===== src/design/qpd_pkg.sv =====
// Shared constants and the command word type of the quoted-printable decoder.
`default_nettype none
package qpd_pkg;

    localparam logic [7:0] CHAR_EQ    = 8'h3D;
    localparam logic [7:0] CHAR_CR    = 8'h0D;
    localparam logic [7:0] CHAR_LF    = 8'h0A;
    localparam logic [7:0] CHAR_ZERO  = 8'h30;
    localparam logic [7:0] CHAR_NINE  = 8'h39;
    localparam logic [7:0] CHAR_UA    = 8'h41;
    localparam logic [7:0] CHAR_UF    = 8'h46;

    localparam int MAX_RESULTS = 3;
    localparam int CNT_W       = $clog2(MAX_RESULTS + 1);
    localparam int QUEUE_DEPTH = 4;
    localparam int QPTR_W      = $clog2(QUEUE_DEPTH);
    localparam int QCNT_W      = $clog2(QUEUE_DEPTH + 1);

    typedef struct packed {
        logic [MAX_RESULTS-1:0][7:0] bytes;
        logic [CNT_W-1:0]            count;
        logic                        empty;
        logic                        last;
    } cmd_t;

endpackage
`default_nettype wire


===== src/design/qpd_front.sv =====
// Front end: escape state machine that turns each input byte into at most one command word.
`default_nettype none
module qpd_front
    import qpd_pkg::*;
(
    input  wire logic       aclk,
    input  wire logic       aresetn,
    input  wire logic       accept,
    input  wire logic [7:0] in_byte,
    input  wire logic       is_last,
    output logic            push,
    output cmd_t            cmd
);

    localparam logic [1:0] PH_IDLE = 2'd0;
    localparam logic [1:0] PH_EQ   = 2'd1;
    localparam logic [1:0] PH_HEX  = 2'd2;
    localparam logic [1:0] PH_CR   = 2'd3;

    logic [1:0] phase_reg, phase_next;
    logic [3:0] held_reg, held_next;

    logic       is_hex;
    logic [3:0] hex_val;
    logic [1:0] pre_cnt;
    logic [7:0] pre0, pre1;
    logic       do_fresh;
    logic       fresh_emit;
    logic [CNT_W-1:0] total;

    always_comb begin
        is_hex  = 1'b0;
        hex_val = 4'd0;
        if (in_byte >= CHAR_ZERO && in_byte <= CHAR_NINE) begin
            is_hex  = 1'b1;
            hex_val = 4'(in_byte - CHAR_ZERO);
        end else if (in_byte >= CHAR_UA && in_byte <= CHAR_UF) begin
            is_hex  = 1'b1;
            hex_val = 4'(in_byte - CHAR_UA + 8'd10);
        end
    end

    always_comb begin
        pre_cnt    = 2'd0;
        pre0       = in_byte;
        pre1       = in_byte;
        do_fresh   = 1'b0;
        phase_next = PH_IDLE;
        held_next  = held_reg;
        unique case (phase_reg)
            PH_IDLE: begin
                do_fresh = 1'b1;
            end
            PH_EQ: begin
                if (is_last) begin
                    do_fresh = 1'b1;
                end else if (in_byte == CHAR_CR) begin
                    phase_next = PH_CR;
                end else if (is_hex) begin
                    held_next  = hex_val;
                    phase_next = PH_HEX;
                end else begin
                    pre_cnt = 2'd2;
                    pre0    = CHAR_EQ;
                    pre1    = in_byte;
                end
            end
            PH_HEX: begin
                pre_cnt = 2'd1;
                if (is_hex) begin
                    pre0 = {held_reg, hex_val};
                end else begin
                    pre0     = {held_reg, 4'd0};
                    do_fresh = 1'b1;
                end
            end
            PH_CR: begin
                if (in_byte != CHAR_LF) begin
                    pre_cnt  = 2'd2;
                    pre0     = CHAR_EQ;
                    pre1     = CHAR_CR;
                    do_fresh = 1'b1;
                end
            end
            default: begin
                do_fresh = 1'b1;
            end
        endcase
        fresh_emit = do_fresh && (in_byte != CHAR_EQ);
        if (do_fresh && in_byte == CHAR_EQ && !is_last) begin
            phase_next = PH_EQ;
        end
        if (is_last) begin
            phase_next = PH_IDLE;
            held_next  = 4'd0;
        end
    end

    always_comb begin
        total        = CNT_W'(pre_cnt) + CNT_W'(fresh_emit);
        cmd.bytes[0] = (pre_cnt > 2'd0) ? pre0 : in_byte;
        cmd.bytes[1] = (pre_cnt > 2'd1) ? pre1 : in_byte;
        cmd.bytes[2] = in_byte;
        cmd.last     = is_last;
        cmd.empty    = (total == '0);
        cmd.count    = (total == '0) ? CNT_W'(1) : total;
        push         = accept && ((total != '0) || is_last);
    end

    always_ff @(posedge aclk) begin
        if (!aresetn) begin
            phase_reg <= PH_IDLE;
            held_reg  <= 4'd0;
        end else if (accept) begin
            phase_reg <= phase_next;
            held_reg  <= held_next;
        end
    end

endmodule
`default_nettype wire


===== src/design/qpd_queue.sv =====
// Short queue of command words between the front and back ends.
`default_nettype none
module qpd_queue
    import qpd_pkg::*;
(
    input  wire logic aclk,
    input  wire logic aresetn,
    input  wire logic push,
    input  wire cmd_t push_cmd,
    input  wire logic pop,
    output cmd_t      head,
    output logic      not_empty,
    output logic      not_full
);

    cmd_t              mem_reg [QUEUE_DEPTH];
    logic [QPTR_W-1:0] wr_ptr_reg, rd_ptr_reg;
    logic [QCNT_W-1:0] cnt_reg, cnt_next;

    assign head      = mem_reg[rd_ptr_reg];
    assign not_empty = (cnt_reg != '0);
    assign not_full  = (cnt_reg != QCNT_W'(QUEUE_DEPTH));

    always_comb begin
        cnt_next = cnt_reg;
        if (push && !pop) begin
            cnt_next = cnt_reg + QCNT_W'(1);
        end else if (pop && !push) begin
            cnt_next = cnt_reg - QCNT_W'(1);
        end
    end

    always_ff @(posedge aclk) begin
        if (push) begin
            mem_reg[wr_ptr_reg] <= push_cmd;
        end
    end

    always_ff @(posedge aclk) begin
        if (!aresetn) begin
            wr_ptr_reg <= '0;
            rd_ptr_reg <= '0;
            cnt_reg    <= '0;
        end else begin
            if (push) begin
                wr_ptr_reg <= wr_ptr_reg + QPTR_W'(1);
            end
            if (pop) begin
                rd_ptr_reg <= rd_ptr_reg + QPTR_W'(1);
            end
            cnt_reg <= cnt_next;
        end
    end

endmodule
`default_nettype wire


===== src/design/qpd_back.sv =====
// Back end: expands each command word into result words through an output register.
`default_nettype none
module qpd_back
    import qpd_pkg::*;
(
    input  wire logic aclk,
    input  wire logic aresetn,
    input  wire cmd_t head,
    input  wire logic head_valid,
    output logic      pop,
    output logic       m_valid,
    input  wire logic  m_ready,
    output logic [7:0] m_byte,
    output logic       m_byte_valid,
    output logic       m_run_last,
    output logic       m_stream_end
);

    logic [CNT_W-1:0] idx_reg;
    logic             valid_reg;
    logic [7:0]       byte_reg;
    logic             bvalid_reg, rlast_reg, send_reg;
    logic             load;
    logic             at_end;

    assign load   = head_valid && (!valid_reg || m_ready);
    assign at_end = (idx_reg == head.count - CNT_W'(1));
    assign pop    = load && at_end;

    assign m_valid      = valid_reg;
    assign m_byte       = byte_reg;
    assign m_byte_valid = bvalid_reg;
    assign m_run_last   = rlast_reg;
    assign m_stream_end = send_reg;

    always_ff @(posedge aclk) begin
        if (load) begin
            byte_reg   <= head.empty ? 8'd0 : head.bytes[idx_reg[1:0]];
            bvalid_reg <= !head.empty;
            rlast_reg  <= at_end;
            send_reg   <= at_end && head.last;
        end
    end

    always_ff @(posedge aclk) begin
        if (!aresetn) begin
            valid_reg <= 1'b0;
            idx_reg   <= '0;
        end else begin
            if (load) begin
                valid_reg <= 1'b1;
                idx_reg   <= at_end ? '0 : idx_reg + CNT_W'(1);
            end else if (m_ready) begin
                valid_reg <= 1'b0;
            end
        end
    end

endmodule
`default_nettype wire


===== src/design/quoted_printable_decoder_core.sv =====
// Quoted-printable decoder top level: front end, command queue and back end.
//
// Usage:
//   Encoded bytes enter on the s_axis channel, one word per handshake, with
//   s_axis_tlast marking the final byte of the encoded stream. Decoded bytes
//   leave on the m_axis channel; m_axis_tlast marks the last result word caused
//   by one input word, m_axis_tuser[1] the final word of the stream, and
//   m_axis_tuser[0] clear marks the empty end word of a stream whose final
//   input gave no byte. Soft line breaks and held escape bytes give no word.
//   Throughput: one input word per cycle while the queue has room and one result
//   word per cycle while m_axis_tready is high; an input word that expands to two
//   or three results is absorbed by a four-entry command queue.
//   Each accepted word passes through the command queue and the output register.
//   Reset clears the escape state, the queue and the output valid flag.
//   When the receiver stalls, the output word holds; input keeps being taken
//   until the command queue fills, then s_axis_tready drops.
`default_nettype none
module quoted_printable_decoder_core
    import qpd_pkg::*;
(
    input  wire logic       aclk,
    input  wire logic       aresetn,
    input  wire logic       s_axis_tvalid,
    output logic            s_axis_tready,
    input  wire logic [7:0] s_axis_tdata,   // [7:0] in_byte
    input  wire logic       s_axis_tlast,
    output logic            m_axis_tvalid,
    input  wire logic       m_axis_tready,
    output logic [7:0]      m_axis_tdata,   // [7:0] out_byte
    output logic [1:0]      m_axis_tuser,   // [0] byte_valid, [1] stream_end
    output logic            m_axis_tlast
);

    cmd_t front_cmd, head_cmd;
    logic accept, push, pop, q_not_empty, q_not_full;
    logic bvalid, send;

    assign s_axis_tready = q_not_full;
    assign accept        = s_axis_tvalid && q_not_full;
    assign m_axis_tuser  = {send, bvalid};

    qpd_front u_front (
        .aclk    (aclk),
        .aresetn (aresetn),
        .accept  (accept),
        .in_byte (s_axis_tdata),
        .is_last (s_axis_tlast),
        .push    (push),
        .cmd     (front_cmd)
    );

    qpd_queue u_queue (
        .aclk      (aclk),
        .aresetn   (aresetn),
        .push      (push),
        .push_cmd  (front_cmd),
        .pop       (pop),
        .head      (head_cmd),
        .not_empty (q_not_empty),
        .not_full  (q_not_full)
    );

    qpd_back u_back (
        .aclk         (aclk),
        .aresetn      (aresetn),
        .head         (head_cmd),
        .head_valid   (q_not_empty),
        .pop          (pop),
        .m_valid      (m_axis_tvalid),
        .m_ready      (m_axis_tready),
        .m_byte       (m_axis_tdata),
        .m_byte_valid (bvalid),
        .m_run_last   (m_axis_tlast),
        .m_stream_end (send)
    );

endmodule
`default_nettype wire


===== config.mk =====
export PLATFORM = sky130hd
export DESIGN_NAME = quoted_printable_decoder_core
export DESIGN_NICKNAME = d
export VERILOG_FILES = /design/src/design/qpd_pkg.sv /design/src/design/qpd_front.sv /design/src/design/qpd_queue.sv /design/src/design/qpd_back.sv /design/src/design/quoted_printable_decoder_core.sv
export SDC_FILE = /design/constraint.sdc
export NUM_CORES = 1
export LEC_CHECK = 0
export BUFFER_PORTS_ARGS = -buffer_cell sky130_fd_sc_hd__buf_4
export CORE_MARGIN = 2
export CORE_UTILIZATION = 45
export CTS_CLUSTER_DIAMETER = 120
export DETAILED_ROUTE_END_ITERATION = 7
export SLEW_MARGIN = 0
export SYNTH_ARGS = -nofsm -noshare
export SYNTH_HDL_FRONTEND = slang
export SYNTH_SLANG_ARGS = --single-unit

===== constraint.sdc =====
create_clock -name aclk -period 5.1 [get_ports aclk]
set_input_delay 0.255 -clock aclk [delete_from_list [all_inputs] [get_ports aclk]]
set_output_delay 0.255 -clock aclk [all_outputs]
set_load 0.005 [all_outputs]

After elaboration in Yosys (flattened, before gate mapping)
Memories as Yosys holds them, arrays and structs flattened. A register that Yosys moved wholly into a read port is not among the register bits.
Cells that the tools add are included.
{"block": "totals", "wordCells": 111, "rom_bits": 0, "memories": 1, "mem_bits_rw": 112, "output_inout_bits": 13, "input_bits": 13, "latch_bits": 0, "regBits": 27}
{"block": "op_classes", "multipliers": 0, "n_eq_ne": 10, "n_lt_le_gt_ge": 7, "shift": 0, "mux": 44, "div": 0, "add_sub_neg": 10, "bitwise": 0, "n_reduce_logical": 28}
{"memory": "u_queue.mem_reg", "words": 4, "word_bits": 28, "read_ports": 1, "rd_ports_with_merged_regs": 1, "write_ports": 1, "line_no": "qpd_queue.sv:16", "rtl": "cmd_t mem_reg [QUEUE_DEPTH];"}
{"operator": "$mux 8", "count": 9}
{"operator": "$mux 4", "count": 7}
{"operator": "$mux 2", "count": 13}
{"operator": "$pmux 8 s3", "count": 1}
{"operator": "$bmux 8 s2", "count": 1}
{"operator": "$logic_and 1x1->1", "count": 12}
{"operator": "$reduce_bool 2->1", "count": 5}
{"operator": "$mux 1", "count": 9}
{"operator": "$eq 8x4->1 const B", "count": 1}
{"operator": "$eq 8x6->1 const B", "count": 1}
{"operator": "$ge 8x6->1 const B", "count": 1}
{"operator": "$ge 8x7->1 const B", "count": 1}
{"operator": "$le 8x6->1 const B", "count": 1}
{"operator": "$le 8x7->1 const B", "count": 1}
{"operator": "$ne 8x4->1 const B", "count": 1}
{"operator": "$ne 8x6->1 const B", "count": 1}
{"operator": "$sub 4x1->4 const B", "count": 2}
{"operator": "$add 2x1->2 const B", "count": 3}
{"operator": "$mux 3", "count": 2}
{"operator": "$pmux 2 s3", "count": 1}
{"operator": "$logic_not 1->1", "count": 5}
{"operator": "$add 4x4->4 const B", "count": 1}
{"operator": "$eq 2x2->1 const B", "count": 2}
{"operator": "$gt 2x1->1 const B", "count": 2}
{"operator": "other kinds (14)", "count": 16}

Logic depth before layout (Yosys ltp)
Gate-level depths: netlist of run 1.
{"block": "logic_depth", "ltp_word": 16, "mapped_depth": 18, "ltp_nobuf": 18}

By module
From an unflattened synthesis of run 1, not the netlist that was laid out.
{"block": "hier_totals", "hier_cells": 386, "hier_area_um2": 6246.0}
{"mod": "qpd_queue", "instances": 1, "cells_per_inst": 190, "seq_area_each_um2": 3543.4, "area_each_um2": 4536.9}
{"mod": "qpd_front", "instances": 1, "cells_per_inst": 120, "seq_area_each_um2": 120.1, "area_each_um2": 913.4}
{"mod": "qpd_back", "instances": 1, "cells_per_inst": 73, "seq_area_each_um2": 390.4, "area_each_um2": 774.5}
{"mod": "quoted_printable_decoder_core", "instances": 1, "cells_per_inst": 3, "seq_area_each_um2": 0.0, "area_each_um2": 21.3}

Worst setup path after synthesis of run 1
OpenSTA, ideal clock, no wires.
{"block": "synth_path", "path_type": "input-to-reg", "start": "input s_axis_tdata[0]", "end": "register u_queue.cnt_reg[2]", "t_required_ps": 5024, "path_slack_ps": 1656, "setup_time_ps": 76, "path_stages": 18, "n_path_buf": 0, "arrival_time_ps": 3369, "cell_sequence": "inv_1 ha_1 or3b_2 nand4_1 a21oi_1 nor2_1 a21oi_1 a41oi_1 ha_1 nor2_1 a21oi_1 mux2_4 ha_1 inv_1 fa_1 xor2_1 or3_1 a21boi_0"}
{"block": "synth_via", "elab_chain_cells": 15, "word_cells_on_any_way": 29, "cone_classes": "1 x add/sub; 4 x order compare; 3 x eq/ne; 11 x mux; 10 x reduce/logical"}
{"element": "start, declared", "line_no": "quoted_printable_decoder_core.sv:25", "rtl": "input wire logic [7:0] s_axis_tdata,"}
{"element": "$ge 8x7->1 or $le 8x7->1 (tied branches)", "line_no": "qpd_front.sv:37", "rtl": "end else if (in_byte >= CHAR_UA && in_byte <= CHAR_UF) begin"}
{"element": "$logic_and 1x1->1", "line_no": "qpd_front.sv:37"}
{"element": "$mux 1", "line_no": "qpd_front.sv:37"}
{"element": "$mux 1", "line_no": "qpd_front.sv:34", "rtl": "if (in_byte >= CHAR_ZERO && in_byte <= CHAR_NINE) begin"}
{"element": "$mux 2", "line_no": "qpd_front.sv:59", "rtl": "end else if (is_hex) begin"}
{"element": "$mux 2", "line_no": "qpd_front.sv:57", "rtl": "end else if (in_byte == CHAR_CR) begin"}
{"element": "$mux 2", "line_no": "qpd_front.sv:55", "rtl": "if (is_last) begin"}
{"element": "$pmux 2 s3", "line_no": "qpd_front.sv:50", "rtl": "unique case (phase_reg)"}
{"element": "$add 2x1->2 (*)", "line_no": "qpd_front.sv:100", "rtl": "total = CNT_W'(pre_cnt) + CNT_W'(fresh_emit);"}
{"element": "$reduce_bool 2->1 (*)", "line_no": "qpd_front.sv:107", "rtl": "push = accept && ((total != '0) || is_last);"}
{"element": "$logic_or 1x1->1 (*)", "line_no": "qpd_front.sv:107"}
{"element": "$logic_and 1x1->1 (*)", "line_no": "qpd_front.sv:107"}
{"element": "net push", "line_no": "quoted_printable_decoder_core.sv:35", "rtl": "logic accept, push, pop, q_not_empty, q_not_full;"}
{"element": "$logic_not 1->1", "line_no": "qpd_queue.sv:28", "rtl": "end else if (pop && !push) begin"}
{"element": "$logic_and 1x1->1", "line_no": "qpd_queue.sv:28"}
{"element": "$reduce_bool 2->1 (no source line)"}
{"element": "end signal, assigned", "line_no": "qpd_queue.sv:51", "rtl": "cnt_reg <= cnt_next;"}
{"element": "end, declared", "line_no": "qpd_queue.sv:18", "rtl": "logic [QCNT_W-1:0] cnt_reg, cnt_next;"}
Mark *: on every way through the listed nets, which the timed path passes. The rest lies on a longest branch.
A chain may end at the register's enable or synchronous reset.

Worst setup path after layout of run 1
Same ends and word-level chain as after synthesis.

==> flow_summary.toml, run 1 <==
[clock_network]
path_clk_slew_ps = 60
ctsLongestPathBuffers = 2
root_buffer = "clkbuf_16"
postCtsHoldBufs = 0
cts_buffers = 17
cts_tree = "done"
clock-sinks = 141
clk_latency_ps = 420
post-cts-setup-buffers = 0
cts-htree-levels = 4
cts-resized-gates = 0

[global_route]
grt_max_degree = 29
grt_overflow = 0
grt_usage_pct = 18.1
antenna_found_initial = 0
grt_pass1_vias = 3228
grt_pass1_wl_um = 18800

[timing]
finalSetupViolations = 0
period_share_pct = 69.1
setup_tns_ps = 0
rsz0062_at_grt = "false"
clock.fmax_mhz = 284
finalCriticalPeriod_ps = 3520
finalHoldViolCount = 0
fin_skew_ps = 14.5
relSlewSlack_pct = 36.7
worst_pin_slew_ps = 947
slew_violations = 0

[logic_synthesis]
synth_top_area_share_pct = 61.4
netlist_instances = 369
synth_edf_count = 123
dominantRegCellSynth = "edfxtp_1"
yosys.area.top_type = "edfxtp_1"
ys_top_cells_by_count = "edfxtp_1 (123), mux4_2 (28), nor2_1 (25), dfxtp_1 (18)"
synth.cell_area_um2 = 6010
synth_cell_type_count = 55
async_reset_ff_share_pct = 0
syn_avg_cell_area_um2 = 16.3
synth_nets = 394
ys_seq_area_share_pct = 67.4
ys_warn_count = 0
ys_ff_latch = 141
synthTopCellsByArea = "edfxtp_1 (61%), mux4_2 (10%), dfxtp_1 (6.0%)"
synth_most_common_cell = "edfxtp_1"

[routing]
dr.pass1.iters = 4
vias = 3200
via_per_inst = 5.43
drt_wl_total_um = 12000
drt_iter0_drc = 234
ant_nets = 0
wl_per_cell_um = 20.4
drc = 0

[power_and_ir_drop]
peakVddDrop_v = 0.000208
p_int_w = 0.00258
p_sw_w = 0.000969
comb_power_share_pct = 22.9
power_per_cell_area_nw_per_um2 = 515
power.leakage_nw = 2.33
p_sw_share_pct = 27.3
clkPwrFrac_pct = 32.1
seqPwrFrac_pct = 45.1

[floorplan]
fp.dieW_um = 120
num_rows = 42
initial_core_util_pct = 45.8
num_io_pins = 26
die_y_um = 120
die_area_um2 = 14300
core_area_um2 = 13100

[place]
dp.cells = 558
port_buffers = 25
gp_congestion = 0.937
place_hpwl_um = 7400

[finish]
nFillCells = 1110
largest_reg_flops = 112
drive_gt1_share_pct = 23.2
finish.utilization_pct = 52.6
final_cells = 589
syn_to_final_growth_pct = 14.9
antenna_cells = 0
nets = 426

[setup_path]
crit_type = "input port to register"
cp_max_fo = 9
cp.required_ps = 5440
startpoint_type = "input port"
cp-end-kind = "register"
worstPathArrival_ps = 3860

[flow_run]
drv_cap = 0

[run_status]
status = "finished, final reports clean"

[worst_hold_path]
hold_class = "input port to register"
## cells in the final DEF (no fill, tap or decap), types with 2 or more instances in the layout
master     Yosys  layout
and2_1        11      11
nand2b_1       4       4
o21ai_0       10      10
edfxtp_1     123     123
mux4_2        28      28
a22o_1         2       2
buf_4          4      28
nand3_1        4       4
a21o_1         2       2
a21boi_0       2       2
dfxtp_1       18      17
mux2i_1       10      10
nor2_1        25      25
ha_1          11      11
nand2_1       16      16
or3b_2         2       2
o21a_1         3       3
nor3_1         4       4
a22oi_1        4       4
nor2b_1        8       8
clkinv_1       0       5
and2_2         6       6
nor3b_1        2       2
o22a_1         2       2
xnor2_1        6       6
bufinv_16      0       2
clkbuf_16      0      17
a21oi_1       16      16
clkbuf_1       5       3
inv_1         10      10
clkinv_2       0       3
## power groups by stage
stage | logic [W] | clock network, W | registers, W
2_1_floorplan | 0.000619 | 0 | 0.00155
3_3_place_gp | 0.000811 | 0 | 0.00162
3_5_place_dp | 0.000824 | 0 | 0.00163
4_1_cts | 0.000828 | 0.00115 | 0.00161
5_1_grt | 0.000899 | 0.00121 | 0.00162
6_report | 0.000813 | 0.00114 | 0.00160
## per-stage QoR
stage	setup WS, ps	area [µm²]	total power (W)	hold slack [ps]
finish	1580	6900	0.00355	86.7
CTS	1590	6900	0.00359	74.0
detailed placement	1150	6370	0.00245	490
global route	1210	6900	0.00373	84.5
floorplan	1660	6010	0.00217	354
global placement	1310	6370	0.00244	464
## layer usage
metal / vias to the layer above / global-route usage (%) / share of wire, %
met5: - / 0 / 0
met4: 0 / 6.40 / 1.2
li1: 1493 / - / -
met1: 1610 / 26.1 / 46
met2: 87 / 27.0 / 47
met3: 10 / 4.61 / 5.3
## cell families after synthesis
group / after synthesis / share of synthesized area, %
fa+ha+maj: 12 / 2.62
compound gates: 53 / 6.25
flops: 141 / 67.4
mux: 39 / 12.4
xor+xnor: 7 / 1.02
buf+inv: 25 / 1.89
simple gates: 92 / 8.37
## path summary, 6_finish.rpt
kind	from	endpoint	slack, ps	depth (start not counted)
max	s_axis_tdata[0]	u_queue.cnt_reg[2]	1580	19
min	s_axis_tdata[1]	u_queue.mem_reg[2][21]	90	1
max reg2reg	u_front.phase_reg[1]	u_queue.cnt_reg[2]	1760	15
min reg2reg	u_back.m_valid	u_back.m_valid	490	2
## area by class of cell
type	count	area (µm²)	share of cell area, %
well taps	176	220	3.19
clock buffers	20	437	6.32
multi-input cells	203	1840	26.7
inverters	10	37.5	0.544
clock inverters	11	101	1.47
flip-flops and latches	141	4060	58.7
repair buffers	28	210	3.04
## critical path, cell delays in order
cell	delay, ps
buf_4	140
inv_1	160
ha_1	190
or3b_2	450
nand4_1	200
a21oi_1	120
nor2_1	110
a21oi_1	50
a41oi_1	210
ha_1	230
nor2_1	50
a21oi_1	140
mux2_4	210
ha_1	190
inv_1	70
fa_1	440
xor2_1	190
or3_1	310
a21boi_0	160
No activity file was read; power rests on OpenSTA's default activity.
==> run 2, diff against run 1 <==
clock period = 3.5 ns   (was 5.1 ns; I/O delays follow)
==> flow_summary.toml, run 2 (synthesis gave the netlist of run 1 again) <==
[global_route]
grt_overflow = 0
antenna_found_initial = 0
grt_pass1_vias = 3375
grt_max_degree = 29
grt_pass1_wl_um = 19200
grt_usage_pct = 18.6

[timing]
hold_ws_ps = 29.3
finalCriticalPeriod_ps = 3230
clock.fmax_mhz = 309
fin_skew_ps = 10.5
finalSetupViolations = 0
finalHoldViolCount = 0
worst_pin_slew_ps = 844
relSlewSlack_pct = 43.7
period_share_pct = 92.4
setup_ws_ps = 265
setup_tns_ps = 0
rsz0062_at_grt = "false"
slew_violations = 0

[finish]
largest_reg_flops = 112
syn_to_final_growth_pct = 17.7
drive_gt1_share_pct = 26.7
final_cells = 610
nets = 446
final_common_cell = "edfxtp_1"
final_cell_mix = "edfxtp_1 (123), buf_4 (44), mux4_2 (28)"
antenna_cells = 0

[setup_path]
cp_max_fo = 8
startpoint_type = "register"
crit_type = "register to register"
cp.required_ps = 3840
worstPathArrival_ps = 3570
cp-end-kind = "register"

[routing]
wl_per_cell_um = 20.0
dr.pass1.iters = 4
drc = 0
drt_iter0_drc = 294
via_per_inst = 5.48
vias = 3341
drt_wl_total_um = 12200
ant_nets = 0

[power_and_ir_drop]
total_power_w = 0.00521
peakVddDrop_v = 0.000338
power_per_cell_area_nw_per_um2 = 736
power.leakage_nw = 2.44

[floorplan]
num_rows = 42
initial_core_util_pct = 45.8
core_area_um2 = 13100
fp.dieW_um = 120
num_io_pins = 26
die_area_um2 = 14300
die_y_um = 120

[place]
post-place-ws_ps = -58.9
gp_congestion = 0.900
port_buffers = 25
dp.cells = 574
place_hpwl_um = 7580

[clock_network]
clk_latency_ps = 420
cts_tree = "done"
cts-htree-levels = 4
cts_buffers = 17
ctsLongestPathBuffers = 2
post-cts-setup-buffers = 0
clock-sinks = 141
path_clk_slew_ps = 50
root_buffer = "clkbuf_16"

[worst_hold_path]
hold_class = "input port to register"

[flow_run]
drv_cap = 0

[run_status]
status = "finished, final reports clean"
-- run 2: cell count changes in the layout (fill, tap and decap cells not counted) --
cell	previous run	this run
clkinv_1	5	2
clkinvlp_4	1	0
dlygate4sd3_1	0	4
bufinv_16	2	1
buf_4	28	44
clkbuf_8	0	3
clkinv_2	3	6
-- run 2: repair_timing --
action / 4_1_cts / 5_1_grt
hold buffers: 4 / 0
gates resized for setup: 0 / 0
endpoints found under the hold margin: 13 / 0
-- run 2: layout make-up --
class	count	area, µm²
fillers	1066	6070
flip-flops and latches	141	4060
multi-input cells	203	1840
clock buffers	23	478
repair buffers	48	370
well taps	176	220
clock inverters	9	67.6
inverters	10	37.5
-- run 2: per-layer routing --
| layer | up-vias | track usage (%) | wire length (µm) |
|---|---|---|---|
| met4 | 0 | 7.79 | 144 |
| met5 | - | 0 | 0 |
| met1 | 1698 | 25.6 | 5480 |
| li1 | 1532 | - | - |
| met2 | 99 | 27.9 | 5930 |
| met3 | 12 | 5.28 | 632 |
-- run 2: path summary, 6_finish.rpt --
kind	from	end	slack, ps	depth (start not counted)
max reg2reg	u_front.phase_reg[1]	u_queue.cnt_reg[2]	270	15
min reg2reg	u_back.m_valid	u_back.m_valid	480	2
min	s_axis_tlast	u_queue.mem_reg[3][0]	30	1
max	u_front.phase_reg[1]	u_queue.cnt_reg[2]	270	15
-- run 2: critical path, cell delays in order (launching register included) --
cell and delay [ps]:
dfxtp_1 510, inv_1 170, a21oi_1 180, nor2_1 60, a21oi_1 130, a41oi_1 70, ha_1 350, nor2_1 50
a21oi_1 140, mux2_4 170, ha_1 180, inv_1 70, fa_1 430, xor2_1 170, or3_1 300, a21boi_0 180
-- run 2: report_power, final --
group          internal, W  switching (W)
clock network      0.00102       0.000634
registers          0.00216      0.0000970
logic             0.000620       0.000682
-- run 2: per-stage QoR --
step                      utilization [%]  area (µm²)
after floorplan                         -        6010
after global placement               49.4        6490
after detailed placement             49.4        6490
after CTS                            53.8        7070
after global routing                 53.8        7070
final                                53.8        7070
==> run 3, diff against run 2 <==
GPL_TIMING_DRIVEN = 0   (was unset)
SYNTH_HIERARCHICAL = 1   (was unset)
==> flow_summary.toml, run 3 <==
[timing]
finalHoldViolCount = 0
finalSetupViolations = 0
period_share_pct = 94.7
slew_violations = 0
fin_skew_ps = 6.23
worst_pin_slew_ps = 832
clock.fmax_mhz = 302
relSlewSlack_pct = 44.6
finalCriticalPeriod_ps = 3310
rsz0062_at_grt = "false"

[setup_path]
cp.required_ps = 3840
cp-end-kind = "register"
rr_endpoint = "u_queue/cnt_reg[2]"
cp_max_fo = 7
crit_type = "input port to register"
startpoint_type = "input port"
reg2regPathDepth = 13
reg2reg_slack_ps = 240
worstPathArrival_ps = 3660

[routing]
vias = 3341
drc = 0
dr.pass1.iters = 5
drt_wl_total_um = 11900
ant_nets = 0
drt_iter0_drc = 229
wl_per_cell_um = 19.1
via_per_inst = 5.35

[place]
gp_congestion = 0.905
place_hpwl_um = 7620
port_buffers = 23
dp.cells = 589

[global_route]
grt_max_degree = 29
grt_pass1_wl_um = 18700
grt_pass1_vias = 3389
antenna_found_initial = 0
grt_overflow = 0
grt_usage_pct = 17.6

[logic_synthesis]
ys_top_cells_by_count = "edfxtp_1 (123), mux4_2 (20), dfxtp_1 (18), nand2_1 (18), inv_1 (15)"
synthTopCellsByArea = "edfxtp_1 (59%), mux4_2 (7.2%), dfxtp_1 (5.8%)"
async_reset_ff_share_pct = 0
dominantRegCellSynth = "edfxtp_1"
synth_cell_type_count = 58
yosys.area.top_type = "edfxtp_1"
ys_warn_count = 6
ys_seq_area_share_pct = 64.9
netlist_instances = 386
synth_nets = 411
synth_most_common_cell = "edfxtp_1"
synth_edf_count = 123
synth.cell_area_um2 = 6250
ys_ff_latch = 141
synth_top_area_share_pct = 59.1
syn_avg_cell_area_um2 = 16.2

[finish]
syn_to_final_growth_pct = 15.7
final_cell_mix = "edfxtp_1 (123), buf_4 (36), mux4_2 (20)"
final_common_cell = "edfxtp_1"
final_cells = 624
antenna_cells = 0
largest_reg_flops = 112
nets = 457
drive_gt1_share_pct = 24.3

[power_and_ir_drop]
peakVddDrop_v = 0.000382
power_per_cell_area_nw_per_um2 = 699
power.leakage_nw = 2.48
total_power_w = 0.00506

[clock_network]
clk_latency_ps = 420
cts_tree = "done"
ctsLongestPathBuffers = 2
cts_buffers = 17
clock-sinks = 141
cts-htree-levels = 4
root_buffer = "clkbuf_16"
path_clk_slew_ps = 50

[floorplan]
core_area_um2 = 13700
fp.dieW_um = 122
die_area_um2 = 14800
initial_core_util_pct = 45.5
num_io_pins = 26
num_rows = 43
die_y_um = 122

[worst_hold_path]
hold_path_depth = 2
worstHoldEndpoint = "u_back/idx_reg[1]"
hp-start = "aresetn"
hold_class = "input port to register"

[run_status]
status = "finished, final reports clean"

[flow_run]
drv_cap = 0
## run 3: cell types whose count changed after synthesis, moves of 5 or more
cell / previous run / this run
nor2_1: 25 / 14
mux4_1: 0 / 8
mux4_2: 28 / 20
or2_1: 0 / 8
buf_4: 4 / 11
o2bb2ai_1: 0 / 6
inv_1: 10 / 15
o21ai_0: 10 / 5
## run 3: cell type report
| type | instances | area, µm² |
|---|---|---|
| fill | 1143 | 6490 |
| buffer | 26 | 204 |
| tap | 180 | 225 |
| multi-input combinational | 204 | 1940 |
| inverter | 15 | 60.1 |
| timing repair buffer | 27 | 208 |
| sequential | 141 | 4050 |
| clock inverter | 11 | 101 |
| clock buffer | 20 | 437 |
## run 3: power by group
part | switching (W) | leakage [nW] | internal [W]
Combinational | 0.000628 | 0.937 | 0.000571
Sequential | 0.0000762 | 1.28 | 0.00214
Clock | 0.000620 | 0.261 | 0.00102
Total | 0.00132 | 2.48 | 0.00373
## run 3: cells by family (layout without fill, tap and decap cells)
group / count (synthesis) / count (layout) / synth area share, %
DFF: 141 / 141 / 64.9
and+or+nand+nor: 92 / 92 / 8.21
AOI/OAI and AO/OA: 52 / 52 / 6.37
buffers and inverters: 41 / 99 / 4.13
muxes: 40 / 40 / 12.5
adders and majority gates: 12 / 12 / 2.52
xor gates and xnor gates: 8 / 8 / 1.36
## run 3: repair_timing
item                                   4_1_cts  5_1_grt
hold buffers                                 2        0
resized for setup                            0        2
pin swaps                                    1        0
setup endpoints to repair                   93        1
endpoints found under the hold margin        8        0
buffers inserted                             2        0
## run 3: routing by layer
metal,vias to the layer above,global-route usage [%],share of wire (%)
met4,0,7.54,1.9
met3,17,3.79,3.0
met5,-,0,0
li1,1574,-,-
met2,53,28.0,49
met1,1697,23.5,46
## run 3: metrics by stage
step	TNS, ps	setup WS [ps]	utilization (%)	area [µm²]	hold WS (ps)
finish	0	187	52.7	7230	114
global route	0	2.74	52.7	7230	110
CTS	0	127	52.6	7220	101
detailed placement	-51390	-636	48.5	6650	381
global placement	-112480	-1020	48.4	6640	375
floorplan	0	24.7	-	6250	297
## run 3: how the worst max path moves through the flow
| stage | start | end | slack, ps | cells after the start |
|---|---|---|---|---|
| 5_1_grt | s_axis_tdata[1] | u_queue/cnt_reg[2] | 3 | 18 |
| 6_report | s_axis_tdata[1] | u_queue/cnt_reg[2] | 190 | 18 |
| 4_1_cts | register | u_queue/cnt_reg[2] | 130 | 13 |
| 2_1_floorplan | s_axis_tdata[0] | u_queue/cnt_reg[2] | 20 | 17 |
| 3_3_place_gp | s_axis_tdata[0] | u_queue/mem_reg[1][9] | -1020 | 13 |
| 3_5_place_dp | s_axis_tdata[0] | u_queue/cnt_reg[2] | -640 | 18 |
## run 3: worst max-delay path, cell delays in order
cell	delay, ps
buf_4	130
inv_1	100
ha_1	220
or3b_1	390
and4_1	190
buf_2	170
o31ai_1	240
a21oi_1	100
nor2_1	100
ha_1	200
xor2_2	170
o31a_1	200
ha_1	200
inv_1	60
fa_1	370
xor2_1	160
or3_1	300
a21boi_0	160
